<file path="config.mk">
export PLATFORM = sky130hd
export DESIGN_NAME = clipped_tilemap_blit
export DESIGN_NICKNAME = d
export VERILOG_FILES = /design/src/sv/ctb_pkg.sv /design/src/sv/clipped_tilemap_blit.sv /design/src/sv/ctb_cfg_regs.sv /design/src/sv/ctb_pos_counter.sv /design/src/sv/ctb_place.sv /design/src/sv/ctb_out_skid.sv
export SDC_FILE = /design/constraint.sdc
export NUM_CORES = 1
export LEC_CHECK = 0
export ABC_AREA = 1
export BUFFER_PORTS_ARGS = -buffer_cell sky130_fd_sc_hd__buf_2
export CAP_MARGIN = 20
export CORE_MARGIN = 2
export CORE_UTILIZATION = 61
export CTS_BUF_LIST = sky130_fd_sc_hd__clkbuf_16
export DETAILED_ROUTE_END_ITERATION = 8
export GPL_TIMING_DRIVEN = 1
export PLACE_DENSITY = 0.81
export SYNTH_ARGS = -nofsm -noshare
export SYNTH_HDL_FRONTEND = slang
export SYNTH_HIERARCHICAL = 1
export SYNTH_SLANG_ARGS = --single-unit
</file>
<file path="constraint.sdc">
create_clock -name aclk -period 6.97 [get_ports aclk]
set_clock_uncertainty 0.2 [all_clocks]
set_input_delay 1.394 -clock aclk [delete_from_list [all_inputs] [get_ports aclk]]
set_output_delay 1.394 -clock aclk [all_outputs]
set_load 0.05 [all_outputs]
</file>
<file path="src/sv/ctb_pkg.sv">
// Shared types and constants for the clipped tilemap blit.
package ctb_pkg;

    // Configuration register indexes
    localparam int CFG_IDX_W = 3;

    typedef enum logic [CFG_IDX_W-1:0] {
        CFG_SRC_WIDTH   = 3'd0,
        CFG_SRC_HEIGHT  = 3'd1,
        CFG_X_ORIGIN    = 3'd2,
        CFG_Y_ORIGIN    = 3'd3,
        CFG_TILE_OFFSET = 3'd4
    } cfg_reg_t;

    // Field widths
    localparam int SIZE_W   = 9;
    localparam int COORD_W  = 16;
    localparam int ENTRY_W  = 16;
    localparam int COUNT_W  = 8;
    localparam int INDEX_W  = 10;
    localparam int TDATA_W  = 32;
    localparam int POS_W    = 18;

    // Active configuration, sizes already clamped to 1..256
    typedef struct packed {
        logic [SIZE_W-1:0]  width;
        logic [SIZE_W-1:0]  height;
        logic [COORD_W-1:0] x_origin;
        logic [COORD_W-1:0] y_origin;
        logic [ENTRY_W-1:0] tile_offset;
    } cfg_t;

    // Position of one entry within the stored image
    typedef struct packed {
        logic [COUNT_W-1:0] column;
        logic [COUNT_W-1:0] row;
    } pos_t;

    // One map write
    typedef struct packed {
        logic [ENTRY_W-1:0] map_value;
        logic [INDEX_W-1:0] map_index;
    } result_t;

endpackage

</file>
<file path="src/sv/clipped_tilemap_blit.sv">
// Clipped tilemap blit: top level with input stage, placement and output stage.
//
// Copies a tile image, sent one entry per transaction in stored order (rows
// bottom first), into a MAP_SIDE by MAP_SIDE background map. Each entry that
// lands on the map gives one result transaction with its map index
// (row * MAP_SIDE + column, 10 bits) and the entry plus tile_offset; entries
// off the map give nothing but still advance the column and row counters.
// s_tuser[0] marks the first entry of an image and restarts the counters.
// The block takes one entry per cycle while the output stage has room; a
// result passes the input register and then the output register around
// the placement logic. A two-deep output stage keeps s_tready independent of
// m_tready. Configuration is written through cfg_valid/cfg_index/cfg_data
// (0 src_width, 1 src_height, 2 x_origin, 3 y_origin, 4 tile_offset); the
// user must do so while no entry is in flight, as nothing enforces it.
module clipped_tilemap_blit #(
    parameter int MAP_SIDE = 32
) (
    input  logic                           aclk,
    input  logic                           aresetn,
    // Configuration write channel
    input  logic                           cfg_valid,
    output logic                           cfg_ready,
    input  logic [ctb_pkg::CFG_IDX_W-1:0]  cfg_index,
    input  logic [ctb_pkg::COORD_W-1:0]    cfg_data,
    // Input stream
    input  logic                           s_tvalid,
    output logic                           s_tready,
    input  logic [ctb_pkg::ENTRY_W-1:0]    s_tdata,   // [15:0] tile_entry
    input  logic [0:0]                     s_tuser,   // [0] start_image
    // Result stream
    output logic                           m_tvalid,
    input  logic                           m_tready,
    output logic [ctb_pkg::TDATA_W-1:0]    m_tdata    // [9:0] map_index, [25:10] map_value
);

    ctb_pkg::cfg_t    cfg;
    ctb_pkg::pos_t    pos;
    ctb_pkg::result_t place_result;
    ctb_pkg::result_t out_result;
    logic             place_hit;
    logic             skid_in_ready;
    logic             s_fire;
    logic             s1_advance;

    logic                        s1_valid_reg, s1_valid_next;
    logic [ctb_pkg::ENTRY_W-1:0] s1_entry_reg;
    ctb_pkg::pos_t               s1_pos_reg;

    assign cfg_ready = 1'b1;

    ctb_cfg_regs u_cfg_regs (
        .aclk     (aclk),
        .aresetn  (aresetn),
        .wr_en    (cfg_valid && cfg_ready),
        .wr_index (cfg_index),
        .wr_data  (cfg_data),
        .cfg      (cfg)
    );

    assign s_fire = s_tvalid && s_tready;

    ctb_pos_counter u_pos_counter (
        .aclk    (aclk),
        .aresetn (aresetn),
        .advance (s_fire),
        .start   (s_tuser[0]),
        .width   (cfg.width),
        .height  (cfg.height),
        .pos     (pos)
    );

    // Input stage: dropped entries leave even when the output stage is full
    assign s1_advance = s1_valid_reg && (skid_in_ready || !place_hit);
    assign s_tready   = !s1_valid_reg || s1_advance;

    always_comb begin
        s1_valid_next = s1_valid_reg;
        if (s_fire) begin
            s1_valid_next = 1'b1;
        end else if (s1_advance) begin
            s1_valid_next = 1'b0;
        end
    end

    always_ff @(posedge aclk) begin
        if (!aresetn) begin
            s1_valid_reg <= 1'b0;
        end else begin
            s1_valid_reg <= s1_valid_next;
        end
        if (s_fire) begin
            s1_entry_reg <= s_tdata;
            s1_pos_reg   <= pos;
        end
    end

    ctb_place #(
        .MAP_SIDE (MAP_SIDE)
    ) u_place (
        .cfg        (cfg),
        .pos        (s1_pos_reg),
        .tile_entry (s1_entry_reg),
        .hit        (place_hit),
        .result     (place_result)
    );

    ctb_out_skid u_out_skid (
        .aclk      (aclk),
        .aresetn   (aresetn),
        .in_valid  (s1_valid_reg && place_hit),
        .in_ready  (skid_in_ready),
        .in_data   (place_result),
        .out_valid (m_tvalid),
        .out_ready (m_tready),
        .out_data  (out_result)
    );

    assign m_tdata = {{(ctb_pkg::TDATA_W - ctb_pkg::ENTRY_W - ctb_pkg::INDEX_W){1'b0}},
                      out_result.map_value, out_result.map_index};

    // A start mark places the entry at the image origin
    assert property (@(posedge aclk) disable iff (!aresetn)
        (s_fire && s_tuser[0]) |=> (s1_pos_reg.column == '0 && s1_pos_reg.row == '0))
        else $error("start mark did not clear the position");

    // A hit handed to the output stage shows up as a pending result
    assert property (@(posedge aclk) disable iff (!aresetn)
        (s1_valid_reg && place_hit && skid_in_ready) |=> m_tvalid)
        else $error("placed entry lost before the output");

    // Reset leaves no result pending
    assert property (@(posedge aclk)
        !aresetn |=> !m_tvalid)
        else $error("result valid after reset");

endmodule

</file>
<file path="src/sv/ctb_cfg_regs.sv">
// Configuration register file with size clamping.
module ctb_cfg_regs (
    input  logic                           aclk,
    input  logic                           aresetn,
    input  logic                           wr_en,
    input  logic [ctb_pkg::CFG_IDX_W-1:0]  wr_index,
    input  logic [ctb_pkg::COORD_W-1:0]    wr_data,
    output ctb_pkg::cfg_t                  cfg
);

    logic [ctb_pkg::SIZE_W-1:0]  width_reg;
    logic [ctb_pkg::SIZE_W-1:0]  height_reg;
    logic [ctb_pkg::COORD_W-1:0] x_origin_reg;
    logic [ctb_pkg::COORD_W-1:0] y_origin_reg;
    logic [ctb_pkg::ENTRY_W-1:0] tile_offset_reg;

    // Store register writes; unknown indexes are ignored
    always_ff @(posedge aclk) begin
        if (!aresetn) begin
            width_reg       <= ctb_pkg::SIZE_W'(1);
            height_reg      <= ctb_pkg::SIZE_W'(1);
            x_origin_reg    <= '0;
            y_origin_reg    <= '0;
            tile_offset_reg <= '0;
        end else if (wr_en) begin
            unique case (ctb_pkg::cfg_reg_t'(wr_index))
                ctb_pkg::CFG_SRC_WIDTH:   width_reg       <= wr_data[ctb_pkg::SIZE_W-1:0];
                ctb_pkg::CFG_SRC_HEIGHT:  height_reg      <= wr_data[ctb_pkg::SIZE_W-1:0];
                ctb_pkg::CFG_X_ORIGIN:    x_origin_reg    <= wr_data;
                ctb_pkg::CFG_Y_ORIGIN:    y_origin_reg    <= wr_data;
                ctb_pkg::CFG_TILE_OFFSET: tile_offset_reg <= wr_data;
                default: ;
            endcase
        end
    end

    // Clamp a size to 1..256: zero acts as one, anything above 256 as 256
    function automatic logic [ctb_pkg::SIZE_W-1:0] clamp_size(
        input logic [ctb_pkg::SIZE_W-1:0] v
    );
        logic [ctb_pkg::SIZE_W-1:0] r;
        if (v == '0) begin
            r = ctb_pkg::SIZE_W'(1);
        end else if (v[ctb_pkg::SIZE_W-1] && (v[ctb_pkg::SIZE_W-2:0] != '0)) begin
            r = ctb_pkg::SIZE_W'(256);
        end else begin
            r = v;
        end
        return r;
    endfunction

    always_comb begin
        cfg.width       = clamp_size(width_reg);
        cfg.height      = clamp_size(height_reg);
        cfg.x_origin    = x_origin_reg;
        cfg.y_origin    = y_origin_reg;
        cfg.tile_offset = tile_offset_reg;
    end

endmodule

</file>
<file path="src/sv/ctb_pos_counter.sv">
// Column and row counters that track each entry's place in the stored image.
module ctb_pos_counter (
    input  logic                        aclk,
    input  logic                        aresetn,
    input  logic                        advance,
    input  logic                        start,
    input  logic [ctb_pkg::SIZE_W-1:0]  width,
    input  logic [ctb_pkg::SIZE_W-1:0]  height,
    output ctb_pkg::pos_t               pos
);

    logic [ctb_pkg::COUNT_W-1:0] column_reg, column_next;
    logic [ctb_pkg::COUNT_W-1:0] row_reg, row_next;
    logic [ctb_pkg::COUNT_W-1:0] col_inc, row_inc;

    // Position of the current entry: a start mark clears it first
    always_comb begin
        pos.column = start ? '0 : column_reg;
        pos.row    = start ? '0 : row_reg;
    end

    // Step to the next entry, wrapping at the row end and the image end
    always_comb begin
        col_inc     = pos.column + ctb_pkg::COUNT_W'(1);
        row_inc     = pos.row + ctb_pkg::COUNT_W'(1);
        column_next = col_inc;
        row_next    = pos.row;
        if ((col_inc == '0) || ({1'b0, col_inc} >= width)) begin
            column_next = '0;
            row_next    = row_inc;
            if ((row_inc == '0) || ({1'b0, row_inc} >= height)) begin
                row_next = '0;
            end
        end
    end

    always_ff @(posedge aclk) begin
        if (!aresetn) begin
            column_reg <= '0;
            row_reg    <= '0;
        end else if (advance) begin
            column_reg <= column_next;
            row_reg    <= row_next;
        end
    end

    // A start mark restarts the column at the first entry of the image
    assert property (@(posedge aclk) disable iff (!aresetn)
        (advance && start) |-> (column_next <= ctb_pkg::COUNT_W'(1)))
        else $error("column did not restart after start mark");

endmodule

</file>
<file path="src/sv/ctb_place.sv">
// Map placement: clip the entry against the map and form index and value.
module ctb_place #(
    parameter int MAP_SIDE = 32
) (
    input  ctb_pkg::cfg_t                 cfg,
    input  ctb_pkg::pos_t                 pos,
    input  logic [ctb_pkg::ENTRY_W-1:0]   tile_entry,
    output logic                          hit,
    output ctb_pkg::result_t              result
);

    localparam logic [ctb_pkg::POS_W-1:0] SIDE = ctb_pkg::POS_W'(MAP_SIDE);

    logic [ctb_pkg::POS_W-1:0] map_col;
    logic [ctb_pkg::POS_W-1:0] map_row;
    logic [ctb_pkg::POS_W-1:0] index_full;

    // Map coordinates: rows are stored bottom first
    always_comb begin
        map_col = {{2{cfg.x_origin[ctb_pkg::COORD_W-1]}}, cfg.x_origin}
                + {10'b0, pos.column};
        map_row = {{2{cfg.y_origin[ctb_pkg::COORD_W-1]}}, cfg.y_origin}
                + {9'b0, cfg.height}
                - ctb_pkg::POS_W'(1)
                - {10'b0, pos.row};
    end

    // Drop anything outside the map
    always_comb begin
        hit = !map_col[ctb_pkg::POS_W-1] && (map_col < SIDE)
           && !map_row[ctb_pkg::POS_W-1] && (map_row < SIDE);
        index_full       = map_row * SIDE + map_col;
        result.map_index = index_full[ctb_pkg::INDEX_W-1:0];
        result.map_value = tile_entry + cfg.tile_offset;
    end

endmodule

</file>
<file path="src/sv/ctb_out_skid.sv">
// Output register with a skid entry, so in_ready comes from a register and not from m_tready.
module ctb_out_skid (
    input  logic               aclk,
    input  logic               aresetn,
    input  logic               in_valid,
    output logic               in_ready,
    input  ctb_pkg::result_t   in_data,
    output logic               out_valid,
    input  logic               out_ready,
    output ctb_pkg::result_t   out_data
);

    logic             out_valid_reg, out_valid_next;
    ctb_pkg::result_t out_data_reg, out_data_next;
    logic             skid_valid_reg, skid_valid_next;
    ctb_pkg::result_t skid_data_reg, skid_data_next;
    logic             in_fire, out_take;

    assign in_ready  = !skid_valid_reg;
    assign out_valid = out_valid_reg;
    assign out_data  = out_data_reg;
    assign in_fire   = in_valid && in_ready;
    assign out_take  = out_valid_reg && out_ready;

    // Move the skid entry forward, load or park the incoming result, or clear the output once taken
    always_comb begin
        out_valid_next  = out_valid_reg;
        out_data_next   = out_data_reg;
        skid_valid_next = skid_valid_reg;
        skid_data_next  = skid_data_reg;
        if (skid_valid_reg) begin
            if (out_take) begin
                out_data_next   = skid_data_reg;
                skid_valid_next = 1'b0;
            end
        end else if (in_fire) begin
            if (!out_valid_reg || out_take) begin
                out_valid_next = 1'b1;
                out_data_next  = in_data;
            end else begin
                skid_valid_next = 1'b1;
                skid_data_next  = in_data;
            end
        end else if (out_take) begin
            out_valid_next = 1'b0;
        end
    end

    always_ff @(posedge aclk) begin
        if (!aresetn) begin
            out_valid_reg  <= 1'b0;
            skid_valid_reg <= 1'b0;
        end else begin
            out_valid_reg  <= out_valid_next;
            skid_valid_reg <= skid_valid_next;
        end
        out_data_reg  <= out_data_next;
        skid_data_reg <= skid_data_next;
    end

    // The skid entry is only used behind a full output register
    assert property (@(posedge aclk) disable iff (!aresetn)
        skid_valid_reg |-> out_valid_reg)
        else $error("skid entry held while output register empty");

    // A parked transaction moves forward once the output is taken
    assert property (@(posedge aclk) disable iff (!aresetn)
        (skid_valid_reg && out_take) |=> (out_valid_reg && !skid_valid_reg))
        else $error("skid entry not forwarded");

endmodule
</file>
==> qor.tcl, run 1 <==
set qor(outcome) {finished clean}
set qor(routed_wire_length_per_instance_um) 14.3
set qor(initial_cell_density_of_the_core_pct) 62.2
set qor(yosysUniqueCellTypes) 42
set qor(final_max_slew_viol_count) 0
set qor(drive_gt1_share_pct) 11.5
set qor(adder_and_majority_cell_fraction_of_the_synthesized_area_pct) 9.80
set qor(post_cts_gate_resize_count) 0
set qor(vias_after_detailed_routing) 8689
set qor(synthMostInstantiatedCell) {sky130_fd_sc_hd__nand2_1}
set qor(timing_hold_violations_final) 0
set qor(clk_pin_slew_worst_paths_ns) 0.06
set qor(clk_latency_ns) 0.43
set qor(h-tree-depth) 4
set qor(drt-initial-drc-count) 789
set qor(detailedPlacementHpwl_mm) 17.3
set qor(period_utilization_pct) 83.2
set qor(die_area_sq_um) 17800
set qor(synth-simple-area-share_pct) 29.3
set qor(power.ir.vdd_worst_uv) 184
set qor(antenna_left) 0
set qor(synth.cell_area_sq_um) 10200
set qor(synth.ff_latch_count) 169
set qor(synth.mux.area_fraction_pct) 0
set qor(seq_power_share_pct) 46.5
set qor(synth_sequential_area_ratio_pct) 41.3
set qor(syn_area_per_cell_sq_um) 7.63
set qor(clkSinkCount) 169
set qor(rows) 47
set qor(avgViaCountPerCell) 5.32
set qor(finalWirelength_mm) 23.3
set qor(pin_count) 76
set qor(asyncSetResetFlopFracSynth_pct) 0
set qor(layout_min_cycle_time_ns) 5.80
set qor(power.share.clock_pct) 36.9
set qor(clockRootBuffer) {sky130_fd_sc_hd__clkbuf_16}
set qor(dp_slack_ns) 1.61
set qor(core_area_sq_um) 16500
set qor(setup-violations-final) 0
set qor(p_per_area_nw_per_um2) 211
set qor(power.switching_fraction_pct) 29.1
set qor(insertedDiodeCount) 0
set qor(synth_top_family_by_area) {simple AND/OR/NAND/NOR gates}
set qor(number_of_global_route_vias_before_repair) 8259
set qor(post_cts_hold_buffer_count) 0
set qor(ys.warnings.count) 6
set qor(cts-root-to-sink-buffers) 2
set qor(track_usage_pct) 27.1
set qor(area_growth_syn_to_layout_pct) 9.64
set qor(cts_setup_buffers) 0
set qor(initial_antenna_violation_count) 0
set qor(tns_ns) 0
set qor(tritoncts) {yes}
set qor(synth-main-ff-cell) {sky130_fd_sc_hd__dfxtp_1}
set qor(grt_start_max_net_pins) 58
set qor(count_of_tritonroute_iterations_in_the_first_routing_pass) 6
set qor(xor_xnor_share_of_the_synthesized_area_pct) 2.31
set qor(syn-instance-count) 1342
set qor(finish.net_count) 1514
set qor(crit_path_launch_type) {register}
set qor(die_h_um) 134
set qor(worst_pin_slew_ns) 1.05
set qor(max_freq_mhz) 172
set qor(netlist.area_leader.share_pct) 24.6
set qor(critical_path.endpoint_type) {output port}
set qor(portBuffers) 68
set qor(dieWidth_um) 134
set qor(gp_congestion) 0.915
set qor(grt_remaining_overflow) 0
set qor(synth_top_area_cell) {sky130_fd_sc_hd__edfxtp_1}
set qor(tritoncts.num_buffers) 17
set qor(grt_setup_unrepaired) {false}
set qor(slew_headroom_pct) 30.2
set qor(power.combinational.fraction_pct) 16.6
set qor(critPathRequiredTime_ns) 5.38
set qor(synth.area.top_cells) {sky130_fd_sc_hd__edfxtp_1, sky130_fd_sc_hd__dfxtp_1, sky130_fd_sc_hd__nand2_1, sky130_fd_sc_hd__ha_1, sky130_fd_sc_hd__inv_1}
set qor(n_fill_cell) 1388
set qor(leakage_power_uw) 0.00527
set qor(number_of_flops_mapped_to_enable_cells_by_yosys) 84
set qor(internal_power_uw) 1680
set qor(power.net_switching_uw) 687
set qor(fin_ws_ns) 1.17
set qor(drc_errors) 0
set qor(timing.setup.critical_path_class) {reg -> out}
set qor(synth.cells.most_frequent) {sky130_fd_sc_hd__nand2_1, sky130_fd_sc_hd__inv_1, sky130_fd_sc_hd__nor2_1}
set qor(grt_first_pass_wirelength_mm) 39.0
set qor(critical_path.max_fanout) 7
set qor(maxCapViolations) 0
set qor(crit_arrival_ns) 4.21
set qor(hold_path.class) {reg -> reg}
set qor(compound_gate_fraction_of_synth_area_pct) 7.13
-- cell usage in the layout (no fill, tap or decap), drive strengths merged, types with 5 or more instances in the layout --
| master | count |
|---|---|
| nand3 | 79 |
| o21ai | 61 |
| ha | 61 |
| xor2 | 18 |
| nand2 | 353 |
| nor3 | 6 |
| conb | 7 |
| edfxtp | 84 |
| clkbuf | 17 |
| nand4 | 41 |
| a21oi | 62 |
| xnor2 | 9 |
| buf | 71 |
| fa | 12 |
| inv | 221 |
| dfxtp | 85 |
| nor2 | 199 |
| nand3b | 5 |
-- per-layer routing --
layer | GRT usage [%] | vias to the layer above | part of all wire, %
li1 | - | 4390 | -
met1 | 36.0 | 4001 | 45
met2 | 46.3 | 261 | 48
met3 | 4.00 | 37 | 5.2
met4 | 7.74 | 0 | 1.7
met5 | 0 | - | 0
-- area by class of cell --
cell class	instances	area (sq um)	area share, %
tap	220	275	2.45
sequential	169	4220	37.6
clock buffer	17	425	3.79
multi-input combinational	927	5010	44.6
timing repair buffer	71	363	3.23
clock inverter	15	123	1.09
inverter	214	803	7.16
-- through the flow --
step	instance area, sq um	hold slack (ns)	total power, uW	std cells	util (%)
CTS	11200	0.269	2370	1633	68.2
detailed placement	10700	0.258	1510	1601	64.8
finish	11200	0.267	2370	1633	68.2
global placement	10700	0.252	1490	1601	64.8
global route	11200	0.290	2460	1633	68.2
floorplan	10300	0.240	1410	1347	-
-- power by group through the flow --
stage,Sequential [uW],Clock (uW),Combinational (uW)
floorplan,1120,0,293
global placement,1120,0,372
detailed placement,1120,0,384
CTS,1100,882,388
finish,1100,872,394
global route,1100,920,442
-- critical path: stages, from the launching register on --
cell and delay, ns:
sky130_fd_sc_hd__dfxtp_1 0.32, sky130_fd_sc_hd__nor2_1 0.10, sky130_fd_sc_hd__nand2_1 0.07, sky130_fd_sc_hd__o21ai_0 0.21, sky130_fd_sc_hd__inv_1 0.15, sky130_fd_sc_hd__nor2_1 0.14, sky130_fd_sc_hd__inv_1 0.08, sky130_fd_sc_hd__fa_1 0.45
sky130_fd_sc_hd__inv_1 0.07, sky130_fd_sc_hd__ha_1 0.20, sky130_fd_sc_hd__inv_1 0.07, sky130_fd_sc_hd__fa_1 0.40, sky130_fd_sc_hd__inv_1 0.13, sky130_fd_sc_hd__nand3_1 0.10, sky130_fd_sc_hd__nand2_1 0.10, sky130_fd_sc_hd__nand2_1 0.05
sky130_fd_sc_hd__nand2_1 0.05, sky130_fd_sc_hd__nand2_1 0.04, sky130_fd_sc_hd__inv_1 0.06, sky130_fd_sc_hd__nand2_1 0.04, sky130_fd_sc_hd__nor2_1 0.08, sky130_fd_sc_hd__nand2_1 0.05, sky130_fd_sc_hd__nor2_1 0.09, sky130_fd_sc_hd__nand4_1 0.09
sky130_fd_sc_hd__nor2_1 0.23, sky130_fd_sc_hd__nand3_2 0.15, sky130_fd_sc_hd__buf_2 0.24
-- final timing paths --
| path | cells past startpoint | from | end | slack [ns] |
|---|---|---|---|---|
| max | 26 | u_cfg_regs/height_reg[6]$_SDFFE_PN0P_ | s_tready | 1.17 |
| max reg2reg | 27 | u_cfg_regs/height_reg[6]$_SDFFE_PN0P_ | u_pos_counter/column_reg[0]$_SDFFE_PN0P_ | 1.59 |
| min reg2reg | 2 | u_pos_counter/row_reg[6]$_SDFFE_PN0P_ | u_pos_counter/row_reg[6]$_SDFFE_PN0P_ | 0.27 |
| min | 2 | u_pos_counter/row_reg[6]$_SDFFE_PN0P_ | u_pos_counter/row_reg[6]$_SDFFE_PN0P_ | 0.27 |
-- cell families after synthesis --
group	after synthesis
AO/OA/AOI/OAI	136
buffers and inverters	251
other	2
XOR/XNOR	27
flip-flops	169
AND/OR/NAND/NOR	684
adder cells (fa/ha/maj)	73
Note: power is estimated with default switching activity, not from simulation.
==> run 2, diff against run 1 <==
- CORE_UTILIZATION: 61 -> 55
- PLACE_DENSITY: 0.81 -> 0.77
- clock period: 6.97 -> 5.1 ns (I/O delays scaled with it)
==> run 2 against run 1 <==
  * Sequential share of layout area decreased by 1.0 points
  * Combinational power rose by 44%
  * Count of clock-buffer cells in the layout did not move
  * Design area up 3.0%
  * Non-clock buffer count rose by 16
  * Largest cell class unchanged
  * Hold slack lost 0.0019 ns
  * Register-to-register slack lost 1.2 ns
  * Setup slack lost 1.1 ns
  * Die area rose by 11%
  * Global-route usage fell by 3.4 points
  * Clock power is 42% higher
  * Critical path type unchanged
  * Final cell count is 1.5% higher
==> qor.tcl, run 2 (same netlist as run 1, synthesis figures left out) <==
set qor(leakage_power_uw) 0.00536
set qor(tritoncts) {yes}
set qor(utilization_pct) 63.9
set qor(die_h_um) 140
set qor(clockRootBuffer) {sky130_fd_sc_hd__clkbuf_16}
set qor(crit_path_launch_type) {register}
set qor(critical_path.endpoint_type) {output port}
set qor(cp_slowest_cell) {sky130_fd_sc_hd__fa_1}
set qor(critPathRequiredTime_ns) 3.88
set qor(timing.setup.critical_path_class) {reg -> out}
set qor(pin_count) 76
set qor(place_area_sq_um) 10800
set qor(area_growth_syn_to_layout_pct) 12.9
set qor(grt_start_max_net_pins) 58
set qor(layout_min_cycle_time_ns) 5.01
set qor(finish.net_count) 1530
set qor(post_cts_hold_buffer_count) 0
set qor(clk_pin_slew_worst_paths_ns) 0.07
set qor(count_of_tritonroute_iterations_in_the_first_routing_pass) 6
set qor(worst_pin_slew_ns) 0.926
set qor(drive_gt1_share_pct) 15.3
set qor(drc_errors) 0
set qor(insertedDiodeCount) 0
set qor(dieWidth_um) 140
set qor(avgViaCountPerCell) 5.20
set qor(layout_commonest_cell) {sky130_fd_sc_hd__nand2_1}
set qor(final_max_slew_viol_count) 0
set qor(clkSinkCount) 169
set qor(n_fill_cell) 1511
set qor(grt_first_pass_wirelength_mm) 37.7
set qor(final_cell_area_sq_um) 11600
set qor(clk_latency_ns) 0.43
set qor(initial_antenna_violation_count) 0
set qor(routed_wire_length_per_instance_um) 14.1
set qor(rows) 49
set qor(tritoncts.num_buffers) 17
set qor(timing_hold_violations_final) 0
set qor(die_area_sq_um) 19700
set qor(setup-violations-final) 0
set qor(finalWirelength_mm) 23.3
set qor(portBuffers) 68
set qor(outcome) {finished clean}
set qor(cts-root-to-sink-buffers) 2
set qor(grt_remaining_overflow) 0
set qor(max_freq_mhz) 199
set qor(detailedPlacementHpwl_mm) 17.2
set qor(antenna_left) 0
set qor(cpMostUsedCell) {sky130_fd_sc_hd__nand2_2}
set qor(most_frequent_cells_in_the_layout) {sky130_fd_sc_hd__nand2_1, sky130_fd_sc_hd__inv_1, sky130_fd_sc_hd__nor2_1}
set qor(placed_cells_incl_taps) 1615
set qor(number_of_global_route_vias_before_repair) 7923
set qor(p_per_area_nw_per_um2) 287
set qor(initial_cell_density_of_the_core_pct) 56.6
set qor(slew_headroom_pct) 38.2
set qor(period_utilization_pct) 98.3
set qor(worstPathCellList) {nor2_2 -> nand2_2 -> o21ai_2 -> inv_2 -> buf_4 -> nor2_1 -> inv_1 -> fa_1 -> inv_1 -> ha_4 -> nand2_1 -> nand2_2 -> inv_2 -> nand2_2 -> buf_4 -> nand4_1 -> nand3_1 -> xor2_1 -> nor2_1 -> nand3_2 -> nor2_4 -> nand3_2 -> buf_8}
set qor(track_usage_pct) 23.7
set qor(core_area_sq_um) 18100
set qor(hold_path.class) {reg -> reg}
set qor(maxCapViolations) 0
set qor(vias_after_detailed_routing) 8615
set qor(drt-initial-drc-count) 665
set qor(crit_path_max_incr_delay_ns) 0.50
set qor(crit_arrival_ns) 3.79
set qor(critical_path.max_fanout) 6
set qor(power.ir.vdd_worst_uv) 249
set qor(tns_ns) 0
set qor(h-tree-depth) 4
set qor(gp_congestion) 0.932
set qor(power_uw) 3320
set qor(post_layout_nonfiller_instances) 1658
set qor(grt_setup_unrepaired) {true}
## run 2: changes by cell type in the layout (fill, tap and decap cells not counted), moves of 4 or more
cell / before / now
sky130_fd_sc_hd__buf_4: 3 / 17
sky130_fd_sc_hd__clkinv_4: 1 / 5
sky130_fd_sc_hd__dfxtp_1: 85 / 80
sky130_fd_sc_hd__dfxtp_2: 0 / 5
sky130_fd_sc_hd__ha_1: 61 / 55
sky130_fd_sc_hd__ha_4: 0 / 6
sky130_fd_sc_hd__inv_1: 203 / 195
sky130_fd_sc_hd__inv_2: 13 / 18
sky130_fd_sc_hd__nand2_1: 339 / 335
sky130_fd_sc_hd__nand2_2: 11 / 15
sky130_fd_sc_hd__nor2_1: 184 / 172
sky130_fd_sc_hd__nor2_2: 10 / 21
## run 2: final timing paths
| path | start | to | slack [ns] | cells after the start |
|---|---|---|---|---|
| worst max-delay path | u_cfg_regs/height_reg[1]$_SDFFE_PN0P_ | s_tready | 0.09 | 23 |
| worst min register to register | u_cfg_regs/y_origin_reg[7]$_SDFFE_PN0P_ | u_cfg_regs/y_origin_reg[7]$_SDFFE_PN0P_ | 0.26 | 2 |
| worst min-delay path | u_cfg_regs/y_origin_reg[7]$_SDFFE_PN0P_ | u_cfg_regs/y_origin_reg[7]$_SDFFE_PN0P_ | 0.26 | 2 |
| worst max register to register | u_cfg_regs/height_reg[1]$_SDFFE_PN0P_ | u_pos_counter/column_reg[3]$_SDFFE_PN0P_ | 0.40 | 29 |
## run 2: per-stage QoR
stage / hold WS [ns] / setup WS, ns
2_1_floorplan: 0.240 / 0.240
3_3_place_gp: 0.251 / 0.246
3_5_place_dp: 0.256 / 0.115
4_1_cts: 0.267 / 0.000169
5_1_grt: 0.279 / -0.191
6_report: 0.265 / 0.0860
## run 2: area by class of cell
class | count | area (sq um) | area share [%]
clock buffers | 17 | 425 | 3.68
clock inverters | 15 | 144 | 1.24
inverters | 214 | 803 | 6.95
multi-input cells | 927 | 5150 | 44.6
flip-flops and latches | 169 | 4230 | 36.6
well taps | 229 | 287 | 2.48
repair buffers | 87 | 518 | 4.48
## run 2: routing by layer
layer  share of wire (%)  track usage, %
met3                 4.6            4.34
met2                  46            39.3
met4                 2.3            7.50
met1                  47            31.6
met5                   0               0
## run 2: timing repair
action	CTS	global route
setup buffers	2	9
endpoints found under the setup margin	1	2
gates resized for setup	15	30
pin swaps	3	21
## run 2: power breakdown
| part | internal, uW | switching [uW] | total [uW] | leakage [uW] |
|---|---|---|---|---|
| Sequential | 1480 | 23.2 | 1500 | 0.00148 |
| Clock | 680 | 564 | 1240 | 0.000268 |
| Combinational | 203 | 366 | 569 | 0.00361 |
| Total | 2360 | 953 | 3320 | 0.00536 |
## run 2: critical path: cells and delay by family, from the launching register on
kind | cells | cell delay [ns]
AND/OR/NAND/NOR | 12 | 1.22
adder cells (fa/ha/maj) | 2 | 0.77
buffers and inverters | 7 | 0.72
flip-flops | 1 | 0.33
AO/OA/AOI/OAI | 1 | 0.17
XOR/XNOR | 1 | 0.16
